--- config.mk ---
export PLATFORM = sky130hd
export DESIGN_NAME = socks5_udp_header_reframer
export DESIGN_NICKNAME = d
export VERILOG_FILES = /design/src/s5r_pkg.sv /design/src/s5r_addr_mem.sv /design/src/s5r_text_gen.sv /design/src/socks5_udp_header_reframer.sv
export SDC_FILE = /design/constraint.sdc
export NUM_CORES = 1
export LEC_CHECK = 0
export BUFFER_PORTS_ARGS = -buffer_cell sky130_fd_sc_hd__buf_4
export CORE_MARGIN = 4
export CORE_UTILIZATION = 60
export DETAILED_ROUTE_END_ITERATION = 7
export PLACE_DENSITY = 0.89
export SETUP_SLACK_MARGIN = 0.02
export SYNTH_ARGS = -nofsm -noshare
export SYNTH_HDL_FRONTEND = slang
export SYNTH_SLANG_ARGS = --single-unit
export TNS_END_PERCENT = 10
--- constraint.sdc ---
create_clock -name clk -period 8.7 [get_ports clk]
set_input_delay 0 -clock clk [delete_from_list [all_inputs] [get_ports clk]]
set_output_delay 0 -clock clk [all_outputs]
set_load 0.02 [all_outputs]
--- src/s5r_pkg.sv ---
`timescale 1ns / 1ps
// Shared types, codes and text helpers for the SOCKS5 UDP header reframer.
// No dependencies; s5r_text_gen and the top level in src use it by scoped names.
package s5r_pkg;

  // Status codes carried with each result item
  localparam logic [2:0] ST_DATA     = 3'd0;
  localparam logic [2:0] ST_SOURCE   = 3'd1;
  localparam logic [2:0] ST_RESERVED = 3'd2;
  localparam logic [2:0] ST_FRAGMENT = 3'd3;
  localparam logic [2:0] ST_ADDRTYPE = 3'd4;
  localparam logic [2:0] ST_SHORT    = 3'd5;

  // Register indexes (word address bits)
  localparam logic [1:0] REG_LIMIT_ENABLE  = 2'd0;
  localparam logic [1:0] REG_LIMIT_ADDRESS = 2'd1;
  localparam logic [1:0] REG_LIMIT_PORT    = 2'd2;

  localparam logic [7:0] CHAR_ZERO  = 8'h30;
  localparam logic [7:0] CHAR_UPA   = 8'h41;
  localparam logic [7:0] CHAR_DOT   = 8'h2E;
  localparam logic [7:0] CHAR_COLON = 8'h3A;
  localparam logic [5:0] V6_TEXT_LEN = 6'd39;

  // Text generator toward the output stage
  typedef struct packed {
    logic       valid;
    logic       busy;
    logic [7:0] data;
  } txt_t;

  typedef struct packed {
    logic [1:0] hund;
    logic [3:0] tens;
    logic [3:0] ones;
  } dec_t;

  function automatic dec_t dec_split(input logic [7:0] v);
    dec_t       d;
    logic [6:0] r;
    logic [14:0] p;
    if (v >= 8'd200) begin
      d.hund = 2'd2;
      r = 7'(v - 8'd200);
    end else if (v >= 8'd100) begin
      d.hund = 2'd1;
      r = 7'(v - 8'd100);
    end else begin
      d.hund = 2'd0;
      r = v[6:0];
    end
    // r / 10 for r below 100 as multiply by 205 and shift by 11
    p = {8'b0, r} * 15'd205;
    d.tens = p[14:11];
    d.ones = 4'(r - 7'(d.tens) * 7'd10);
    return d;
  endfunction

  function automatic logic [1:0] dec_count(input logic [7:0] v);
    logic [1:0] c;
    if (v >= 8'd100) c = 2'd3;
    else if (v >= 8'd10) c = 2'd2;
    else c = 2'd1;
    return c;
  endfunction

  function automatic logic [7:0] hex_char(input logic [3:0] n);
    logic [7:0] c;
    if (n < 4'd10) c = CHAR_ZERO + {4'b0, n};
    else c = CHAR_UPA + {4'b0, n} - 8'd10;
    return c;
  endfunction

endpackage

--- src/s5r_addr_mem.sv ---
`timescale 1ns / 1ps
// Address byte store: 16 x 8 memory, one write and one registered read port.
// Depends on nothing.
module s5r_addr_mem (
  input  logic       clk,
  input  logic       we,
  input  logic [3:0] waddr,
  input  logic [7:0] wdata,
  input  logic [3:0] raddr,
  output logic [7:0] rdata
);

  logic [7:0] mem [16];

  always_ff @(posedge clk) begin
    if (we) begin
      mem[waddr] <= wdata;
    end
    rdata <= mem[raddr];
  end

endmodule

--- src/s5r_text_gen.sv ---
`timescale 1ns / 1ps
// Address text sequencer: reads the address store and emits the host length
// byte and dotted decimal or hex group text. Depends on s5r_pkg.
module s5r_text_gen (
  input  logic           clk,
  input  logic           rst,
  input  logic           start,
  input  logic           is_v6,
  input  logic           take,
  output logic [3:0]     raddr,
  input  logic [7:0]     rdata,
  output s5r_pkg::txt_t  txt
);

  typedef enum logic [2:0] {T_IDLE, T_SUM, T_LEN, T_FETCH, T_DIG} tstate_t;

  tstate_t      state;
  logic         v6;
  logic [2:0]   cnt;
  logic [3:0]   idx;
  logic [1:0]   pos;
  logic [5:0]   len;
  logic [3:0]   en;
  logic [7:0]   ch;
  s5r_pkg::dec_t dd;

  assign raddr = (state == T_SUM) ? {2'b0, cnt[1:0]} : idx;
  assign dd = s5r_pkg::dec_split(rdata);

  always_comb begin
    en[0] = (idx != 4'd0) && (!v6 || !idx[0]);
    en[1] = v6 || (rdata >= 8'd100);
    en[2] = !v6 && (rdata >= 8'd10);
    en[3] = 1'b1;
    case (pos)
      2'd0:    ch = v6 ? s5r_pkg::CHAR_COLON : s5r_pkg::CHAR_DOT;
      2'd1:    ch = v6 ? s5r_pkg::hex_char(rdata[7:4])
                       : s5r_pkg::CHAR_ZERO + {6'b0, dd.hund};
      2'd2:    ch = s5r_pkg::CHAR_ZERO + {4'b0, dd.tens};
      default: ch = v6 ? s5r_pkg::hex_char(rdata[3:0])
                       : s5r_pkg::CHAR_ZERO + {4'b0, dd.ones};
    endcase
  end

  always_comb begin
    txt.busy  = (state != T_IDLE);
    txt.valid = 1'b0;
    txt.data  = ch;
    case (state)
      T_LEN: begin
        txt.valid = 1'b1;
        txt.data  = {2'b0, len};
      end
      T_DIG: begin
        txt.valid = en[pos];
      end
      default: begin
        txt.valid = 1'b0;
      end
    endcase
  end

  always_ff @(posedge clk) begin
    if (rst) begin
      state <= T_IDLE;
      v6    <= 1'b0;
      cnt   <= 3'd0;
      idx   <= 4'd0;
      pos   <= 2'd0;
      len   <= 6'd0;
    end else begin
      case (state)
        T_IDLE: begin
          if (start) begin
            v6    <= is_v6;
            cnt   <= 3'd0;
            idx   <= 4'd0;
            pos   <= 2'd0;
            len   <= is_v6 ? s5r_pkg::V6_TEXT_LEN : 6'd3;
            state <= is_v6 ? T_LEN : T_SUM;
          end
        end
        T_SUM: begin
          // read data is registered, so it trails the address
          if (cnt != 3'd0) begin
            len <= len + {4'b0, s5r_pkg::dec_count(rdata)};
          end
          if (cnt == 3'd4) begin
            state <= T_LEN;
          end
          cnt <= cnt + 3'd1;
        end
        T_LEN: begin
          if (take) begin
            state <= T_FETCH;
          end
        end
        T_FETCH: begin
          state <= T_DIG;
        end
        T_DIG: begin
          if (!en[pos]) begin
            pos <= pos + 2'd1;
          end else if (take) begin
            if (pos == 2'd3) begin
              pos <= 2'd0;
              if (idx == (v6 ? 4'd15 : 4'd3)) begin
                state <= T_IDLE;
              end else begin
                idx   <= idx + 4'd1;
                state <= T_FETCH;
              end
            end else begin
              pos <= pos + 2'd1;
            end
          end
        end
        default: begin
          state <= T_IDLE;
        end
      endcase
    end
  end

endmodule

--- src/socks5_udp_header_reframer.sv ---
`timescale 1ns / 1ps
// SOCKS5 UDP header reframer top level: parser, result queue, output register.
// Depends on s5r_pkg, s5r_addr_mem and s5r_text_gen.
//
// Input items are datagram bytes on in_valid/in_ready, each carrying the
// packet length and source address and port. Result items leave on
// out_valid/out_ready: host length, host text, port, payload length,
// payload, or a single status item when a packet is dropped.
// A result appears in the output register the cycle after the item that
// causes it is accepted. Payload and most header bytes go through at one
// item per cycle while the receiver keeps up. An item with several results
// holds the input until they drain, one per cycle while the receiver is
// ready: four for the port/length bytes, two for a name byte that ends the
// packet. The last address byte starts the text sequencer: an IPv4 address
// takes a digit count pass, the length byte, then per address byte a fetch
// step and four digit positions; an IPv6 address takes the length byte,
// then per address byte a fetch step and four digit positions. The input
// opens again once the sequencer is idle. The single read port of the
// address store serializes these steps.
// Reset returns the parser to the header start, clears the filter registers
// and empties the output. A stalled receiver holds the output register and,
// through it, the input; no item is lost.
module socks5_udp_header_reframer (
  input  logic        clk,
  input  logic        rst,
  // configuration port
  input  logic        psel,
  input  logic        penable,
  input  logic        pwrite,
  input  logic [3:0]  paddr,
  input  logic [31:0] pwdata,
  output logic [31:0] prdata,
  output logic        pready,
  // input channel
  input  logic        in_valid,
  output logic        in_ready,
  input  logic [7:0]  data_byte,
  input  logic [15:0] packet_length,
  input  logic [31:0] source_address,
  input  logic [15:0] source_port,
  // output channel
  output logic        out_valid,
  input  logic        out_ready,
  output logic [7:0]  out_byte,
  output logic        out_last,
  output logic [2:0]  status
);

  typedef enum logic [2:0] {
    PH_HDR, PH_NAMELEN, PH_ADDR, PH_NAME, PH_PORTHI, PH_PORTLO, PH_PAYLOAD
  } phase_t;

  typedef enum logic [1:0] {K_NONE, K_V4, K_V6, K_NAME} kind_t;

  typedef enum logic [1:0] {S_IDLE, S_MULTI, S_TEXT} ostate_t;

  // configuration registers
  logic        limit_enable;
  logic [31:0] limit_address;
  logic [15:0] limit_port;

  // parser state
  logic [15:0] byte_index;
  phase_t      phase, phase_next;
  kind_t       kind, kind_next;
  logic [7:0]  name_length, name_length_next;
  logic [7:0]  port_high_byte, port_high_byte_next;
  logic        dropping;

  // output sequencing
  ostate_t     ostate;
  logic [7:0]  q_byte [3];
  logic [2:0]  q_stat [3];
  logic [1:0]  q_idx, q_cnt;

  // per-item results
  logic [7:0]  lb [4];
  logic [2:0]  ls [4];
  logic        l0_last;
  logic [2:0]  n;
  logic        drop;
  logic        last;
  logic [8:0]  hlen;
  logic [8:0]  v_hlen;
  logic [15:0] pay_len;
  logic        mem_we;
  logic        text_start;
  logic        accept;
  logic        out_free;
  logic        take;

  logic [3:0]  mem_raddr;
  logic [7:0]  mem_rdata;
  s5r_pkg::txt_t txt;

  // ---------------- configuration ----------------
  assign pready = 1'b1;

  always_ff @(posedge clk) begin
    if (rst) begin
      limit_enable  <= 1'b0;
      limit_address <= 32'd0;
      limit_port    <= 16'd0;
    end else if (psel && penable && pwrite) begin
      case (paddr[3:2])
        s5r_pkg::REG_LIMIT_ENABLE:  limit_enable  <= pwdata[0];
        s5r_pkg::REG_LIMIT_ADDRESS: limit_address <= pwdata;
        s5r_pkg::REG_LIMIT_PORT:    limit_port    <= pwdata[15:0];
        default: ;
      endcase
    end
  end

  always_comb begin
    case (paddr[3:2])
      s5r_pkg::REG_LIMIT_ENABLE:  prdata = {31'd0, limit_enable};
      s5r_pkg::REG_LIMIT_ADDRESS: prdata = limit_address;
      s5r_pkg::REG_LIMIT_PORT:    prdata = {16'd0, limit_port};
      default:                    prdata = 32'd0;
    endcase
  end

  // ---------------- handshake ----------------
  assign out_free = !out_valid || out_ready;
  assign in_ready = (ostate == S_IDLE) && out_free;
  assign accept   = in_valid && in_ready;
  assign take     = (ostate == S_TEXT) && txt.valid && out_free;

  // ---------------- parser ----------------
  assign last = ({1'b0, byte_index} + 17'd1) >= {1'b0, packet_length};

  always_comb begin
    case (kind)
      K_V4:    hlen = 9'd10;
      K_V6:    hlen = 9'd22;
      default: hlen = 9'd7 + {1'b0, name_length};
    endcase
  end

  always_comb begin
    for (int i = 0; i < 4; i++) begin
      lb[i] = 8'd0;
      ls[i] = s5r_pkg::ST_DATA;
    end
    l0_last             = 1'b0;
    n                   = 3'd0;
    drop                = 1'b0;
    phase_next          = phase;
    kind_next           = kind;
    name_length_next    = name_length;
    port_high_byte_next = port_high_byte;
    mem_we              = 1'b0;
    text_start          = 1'b0;
    v_hlen              = 9'd10;
    pay_len             = packet_length - {7'd0, hlen};
    if (!dropping) begin
      case (phase)
        PH_HDR: begin
          if (byte_index == 16'd0) begin
            if (limit_enable && (source_address != limit_address ||
                                 source_port != limit_port)) begin
              drop = 1'b1;
              ls[n[1:0]] = s5r_pkg::ST_SOURCE;
              n = n + 3'd1;
            end else begin
              port_high_byte_next = data_byte;
            end
          end else if (byte_index == 16'd1) begin
            if ((port_high_byte | data_byte) != 8'd0) begin
              drop = 1'b1;
              ls[n[1:0]] = s5r_pkg::ST_RESERVED;
              n = n + 3'd1;
            end
          end else if (byte_index == 16'd2) begin
            if (data_byte != 8'd0) begin
              drop = 1'b1;
              ls[n[1:0]] = s5r_pkg::ST_FRAGMENT;
              n = n + 3'd1;
            end
          end else begin
            if (data_byte == 8'd1 || data_byte == 8'd4) begin
              kind_next = (data_byte == 8'd1) ? K_V4 : K_V6;
              v_hlen    = (data_byte == 8'd1) ? 9'd10 : 9'd22;
              if ({1'b0, packet_length} <= {8'd0, v_hlen}) begin
                drop = 1'b1;
                ls[n[1:0]] = s5r_pkg::ST_SHORT;
                n = n + 3'd1;
              end else begin
                phase_next = PH_ADDR;
              end
            end else if (data_byte == 8'd3) begin
              kind_next  = K_NAME;
              phase_next = PH_NAMELEN;
            end else begin
              drop = 1'b1;
              ls[n[1:0]] = s5r_pkg::ST_ADDRTYPE;
              n = n + 3'd1;
            end
          end
        end
        PH_NAMELEN: begin
          name_length_next = data_byte;
          if ({1'b0, packet_length} <= 17'd7 + {9'd0, data_byte}) begin
            drop = 1'b1;
            ls[n[1:0]] = s5r_pkg::ST_SHORT;
            n = n + 3'd1;
          end else begin
            lb[n[1:0]] = data_byte;
            n = n + 3'd1;
            phase_next = (data_byte != 8'd0) ? PH_NAME : PH_PORTHI;
          end
        end
        PH_NAME: begin
          lb[n[1:0]] = data_byte;
          n = n + 3'd1;
          if ({1'b0, byte_index} >= 17'd4 + {9'd0, name_length}) begin
            phase_next = PH_PORTHI;
          end
        end
        PH_ADDR: begin
          mem_we = 1'b1;
          if (last) begin
            drop = 1'b1;
            ls[n[1:0]] = s5r_pkg::ST_SHORT;
            n = n + 3'd1;
          end else if ((kind == K_V4 && byte_index >= 16'd7) ||
                       (kind == K_V6 && byte_index >= 16'd19)) begin
            text_start = 1'b1;
            phase_next = PH_PORTHI;
          end
        end
        PH_PORTHI: begin
          port_high_byte_next = data_byte;
          phase_next          = PH_PORTLO;
        end
        PH_PORTLO: begin
          if (last || ({1'b0, packet_length} <= {8'd0, hlen})) begin
            drop = 1'b1;
            ls[n[1:0]] = s5r_pkg::ST_SHORT;
            n = n + 3'd1;
          end else begin
            lb[0] = port_high_byte;
            lb[1] = data_byte;
            lb[2] = pay_len[15:8];
            lb[3] = pay_len[7:0];
            n = 3'd4;
            phase_next = PH_PAYLOAD;
          end
        end
        default: begin
          lb[0]   = data_byte;
          l0_last = last;
          n       = 3'd1;
        end
      endcase
      // packet ended before the payload began
      if (last && !drop && phase_next != PH_PAYLOAD) begin
        drop = 1'b1;
        ls[n[1:0]] = s5r_pkg::ST_SHORT;
        lb[n[1:0]] = 8'd0;
        n = n + 3'd1;
      end
    end
  end

  always_ff @(posedge clk) begin
    if (rst) begin
      byte_index     <= 16'd0;
      phase          <= PH_HDR;
      kind           <= K_NONE;
      name_length    <= 8'd0;
      port_high_byte <= 8'd0;
      dropping       <= 1'b0;
    end else if (accept) begin
      kind           <= kind_next;
      name_length    <= name_length_next;
      port_high_byte <= port_high_byte_next;
      if (last) begin
        byte_index <= 16'd0;
        phase      <= PH_HDR;
        dropping   <= 1'b0;
      end else begin
        byte_index <= byte_index + 16'd1;
        phase      <= phase_next;
        dropping   <= dropping | drop;
      end
    end
  end

  // ---------------- address store and text ----------------
  s5r_addr_mem u_mem (
    .clk   (clk),
    .we    (accept && mem_we),
    .waddr (4'(byte_index - 16'd4)),
    .wdata (data_byte),
    .raddr (mem_raddr),
    .rdata (mem_rdata)
  );

  // The last address byte is written at the accepting edge; the sequencer
  // reads no earlier than the next cycle, so no forwarding path is needed.
  s5r_text_gen u_text (
    .clk   (clk),
    .rst   (rst),
    .start (accept && text_start),
    .is_v6 (kind == K_V6),
    .take  (take),
    .raddr (mem_raddr),
    .rdata (mem_rdata),
    .txt   (txt)
  );

  // ---------------- output register and result queue ----------------
  always_ff @(posedge clk) begin
    if (rst) begin
      ostate    <= S_IDLE;
      out_valid <= 1'b0;
      q_idx     <= 2'd0;
      q_cnt     <= 2'd0;
    end else begin
      case (ostate)
        S_IDLE: begin
          if (accept && n != 3'd0) begin
            out_valid <= 1'b1;
            out_byte  <= lb[0];
            out_last  <= l0_last;
            status    <= ls[0];
            for (int i = 0; i < 3; i++) begin
              q_byte[i] <= lb[i + 1];
              q_stat[i] <= ls[i + 1];
            end
            q_idx <= 2'd0;
            q_cnt <= 2'(n - 3'd1);
            if (n > 3'd1) begin
              ostate <= S_MULTI;
            end
          end else if (out_ready) begin
            out_valid <= 1'b0;
          end
          if (accept && text_start) begin
            ostate <= S_TEXT;
          end
        end
        S_MULTI: begin
          // drain queued results one per cycle, hold while stalled
          if (out_free) begin
            out_valid <= 1'b1;
            out_byte  <= q_byte[q_idx];
            out_last  <= 1'b0;
            status    <= q_stat[q_idx];
            q_idx     <= q_idx + 2'd1;
            if (q_idx + 2'd1 == q_cnt) begin
              ostate <= S_IDLE;
            end
          end
        end
        S_TEXT: begin
          if (take) begin
            out_valid <= 1'b1;
            out_byte  <= txt.data;
            out_last  <= 1'b0;
            status    <= s5r_pkg::ST_DATA;
          end else if (out_ready) begin
            out_valid <= 1'b0;
          end
          if (!txt.busy) begin
            ostate <= S_IDLE;
          end
        end
        default: begin
          ostate <= S_IDLE;
        end
      endcase
    end
  end

endmodule

==> run metrics <==
skew final 0.02128 ns; Leak 7.973 nW; Worst Max-Slew Pin Slew 1.308 ns; fillcell total 1826; GRT Total Usage 32.30%; Avg Inst Size Synth approximately 10 sq um; Pre-antenna DRT Iters 8; final setup fails 0; HP Class in -> reg; crit path max-delay cell type dfxtp_1; CTS resizes 0; Core Box Area roughly 28000 sq um; Pins Over Slew Limit 0; synthesis-stage register bit count about 290; sequential area share after synthesis 43.41%; cell area after layout 20200 sq um; Rows slightly above 60; Die X 176.8 um; commonest non-fill, non-tap cells in the layout 215 x nand2_1, 166 x buf_4, 165 x edfxtp_1; Tot Pwr 0.003191 W; top cell type's share of synthesized area approximately 29%; largest net degree at the start of global routing 65; Tmin final around 7.4 ns; H-tree Lvls 1; worst-skew pair later-pin latency between 0.5 and 0.6 ns; CP max FO 10; Post-Route WL roughly 51000 um; crit path capture type register; CP top delay family adder cells; initial antenna violation count 0; PortBufs about 160; Final Hold Vio Count 0; Yosys top cell by area edfxtp_1; first-pass GRT wire length 81030 um; starting density of the core between 60% and 70%; Post-Syn Nets just under 2000; Max Cap Viol 0; clock buffer depth 3; clock root buffer master clkbuf_16; nets around 2100; Final GP Congestion around 0.95; type of origin of the critical path register; failing checks DRC; synth warn 0; DR WL/cell roughly 22 um; vias post-DR roughly 15000; CTS tree yes; DR iter-0 viols 1908; ant diodes 0; vias in the first global route roughly 15000; clock transition at the registers of the reported paths approximately 0.06 ns; Cell Area, Placed between 15000 and 20000 sq um; fmax approximately 0.14 GHz; Post-DP HPWL between 30000 and 40000 um; Critical Path Max Stage Delay 0.58 ns; total congestion overflow 0; FF+latch area approximately 7400 sq um; WS Path Type reg -> reg; worst endpoint required time 9.00 ns; P per Cell Area between 150 and 200 nW/um^2; setup_tns 0 ns; ratio of final minimum period to clock period 84.58%; max_slew headroom between 10% and 20%; Synth Cell Area ~17000 sq um; DR DRC count 2; vias per std cell 6.558; CP Data Arrival Time around 7.7 ns; share of cells above drive strength 1 approximately 16%; Post-synth top flop edfxtp_1; die height 176.8 um; # IOs between 150 and 200; post-CTS setup buffers 0; outcome complete, but fails checks; post-synthesis cell count 1704; VDD IR max 135.9 uV; EDFF count, synth around 170; RSZ-0062 raised after global routing false; top cells by area, synth edfxtp_1 29%, dfxtp_1 14%, ha_1 9.1%; Multi-input gate area approximately 9100 sq um; async set or reset register ratio after synthesis 0%; commonest non-fill, non-tap cell in the layout nand2_1; buffers plus inverters on the worst setup path 5; DRT antenna net count 0; TritonCTS Buffers 30; Area Overhead vs Synth 18.23%; die area 31240 sq um; CTS Sinks 288; Netlist cell types 96
stage by stage:
step	std cells	hold WS (ns)	utilization, %	setup WS [ns]
global route	2297	0.06953	72.31	0.8345
finish	2297	0.05981	72.31	1.342
floorplan	1704	0.09887	-	2.111
CTS	2297	0.02934	72.31	1.385
detailed placement	2174	0.2536	66.33	1.433
global placement	2174	0.2462	66.33	1.575
final cells by class:
type / instances / share of cell area, %
timing repair buffer: 233 / 9.489
clock buffer: 38 / 4.032
tap: 378 / 2.341
multi-input combinational: 1256 / 44.89
inverter: 86 / 1.598
sequential: 288 / 36.72
clock inverter: 18 / 0.9291
per-layer routing:
layer | track usage (%) | routed length, um
met5 | 0 | 0
met4 | 14.89 | 3036
met3 | 4.999 | 5143
met2 | 54.89 | 24600
met1 | 40.81 | 18700
Yosys cell counts (4+ instances only):
cell type and number:
nor2_1 132, mux4_2 32, a2111oi_0 5, a31oi_1 14, fa_1 11, o22ai_1 12
and2_1 38, or2_2 8, or3_1 8, inv_1 85, mux2i_1 28, nor3_1 35
a221oi_1 4, nand4_1 24, a31o_2 5, buf_2 12, a21o_1 24, a21boi_0 4
nor4_1 20, a22oi_1 12, o21a_1 4, xor2_1 69, nand3_1 27, o211ai_1 7
nor2b_1 12, and3_1 11, a21oi_1 119, nor3b_1 7, o21ai_0 57, clkbuf_1 55
nand2_1 215, o21ai_1 5, o21bai_1 4, ha_1 124, nand3b_1 12, dfxtp_1 123
xnor2_1 39, a211oi_1 14, nand2b_1 15, a22o_1 16, o31ai_1 5, edfxtp_1 165
worst register-to-register path: cells and delay by family, from the launching register on:
kind / cells / cell delay [ns]
AO/OA/AOI/OAI: 10 / 2.17
buffers and inverters: 5 / 0.44
AND/OR/NAND/NOR: 1 / 0.18
XOR/XNOR: 6 / 1.01
adder cells (fa/ha/maj): 8 / 2.72
flip-flops: 1 / 0.58
state kept, by name (all words and copies together) (netlist names), 4 cells and up, named ones only:
| name | count |
|---|---|
| limit_port | 16 |
| u_text.idx | 4 |
| limit_address | 32 |
| name_length | 8 |
| byte_index | 16 |
| out_byte | 8 |
| u_text.len | 6 |
| q_byte | 24 |
| u_mem.rdata | 8 |
| port_high_byte | 8 |
| u_mem.mem | 128 |
report_power, final:
part           internal [W]  switching (W)  leakage (nW)
Clock              0.000755       0.000557         0.496
Combinational      0.000167       0.000230          4.99
Sequential          0.00146      0.0000234          2.49
repair_timing:
item / 4_1_cts / 5_1_grt
hold buffers: 67 / 0
endpoints found under the setup margin: 0 / 0
endpoints found under the hold margin: 222 / 0
final timing paths:
check	endpoint	startpoint	slack (ns)	depth (start not counted)
max	out_byte[3]	u_mem.rdata[1]	1.34	30
min	limit_enable	penable	0.06	5
max reg2reg	out_byte[3]	u_mem.rdata[1]	1.34	30
min reg2reg	limit_address[17]	limit_address[17]	0.48	2
kinds of logic after synthesis:
| group | Yosys count | share of synthesized area, % |
|---|---|---|
| AND/OR/NAND/NOR | 595 | 17.06 |
| AO/OA/AOI/OAI | 356 | 13.87 |
| flip-flops | 288 | 43.41 |
| buffers and inverters | 160 | 3.779 |
| adder cells (fa/ha/maj) | 135 | 10.37 |
| XOR/XNOR | 109 | 5.631 |
| multiplexers | 60 | 5.858 |
| other | 1 | 0.02195 |
Note: power is estimated with default switching activity, not from simulation.
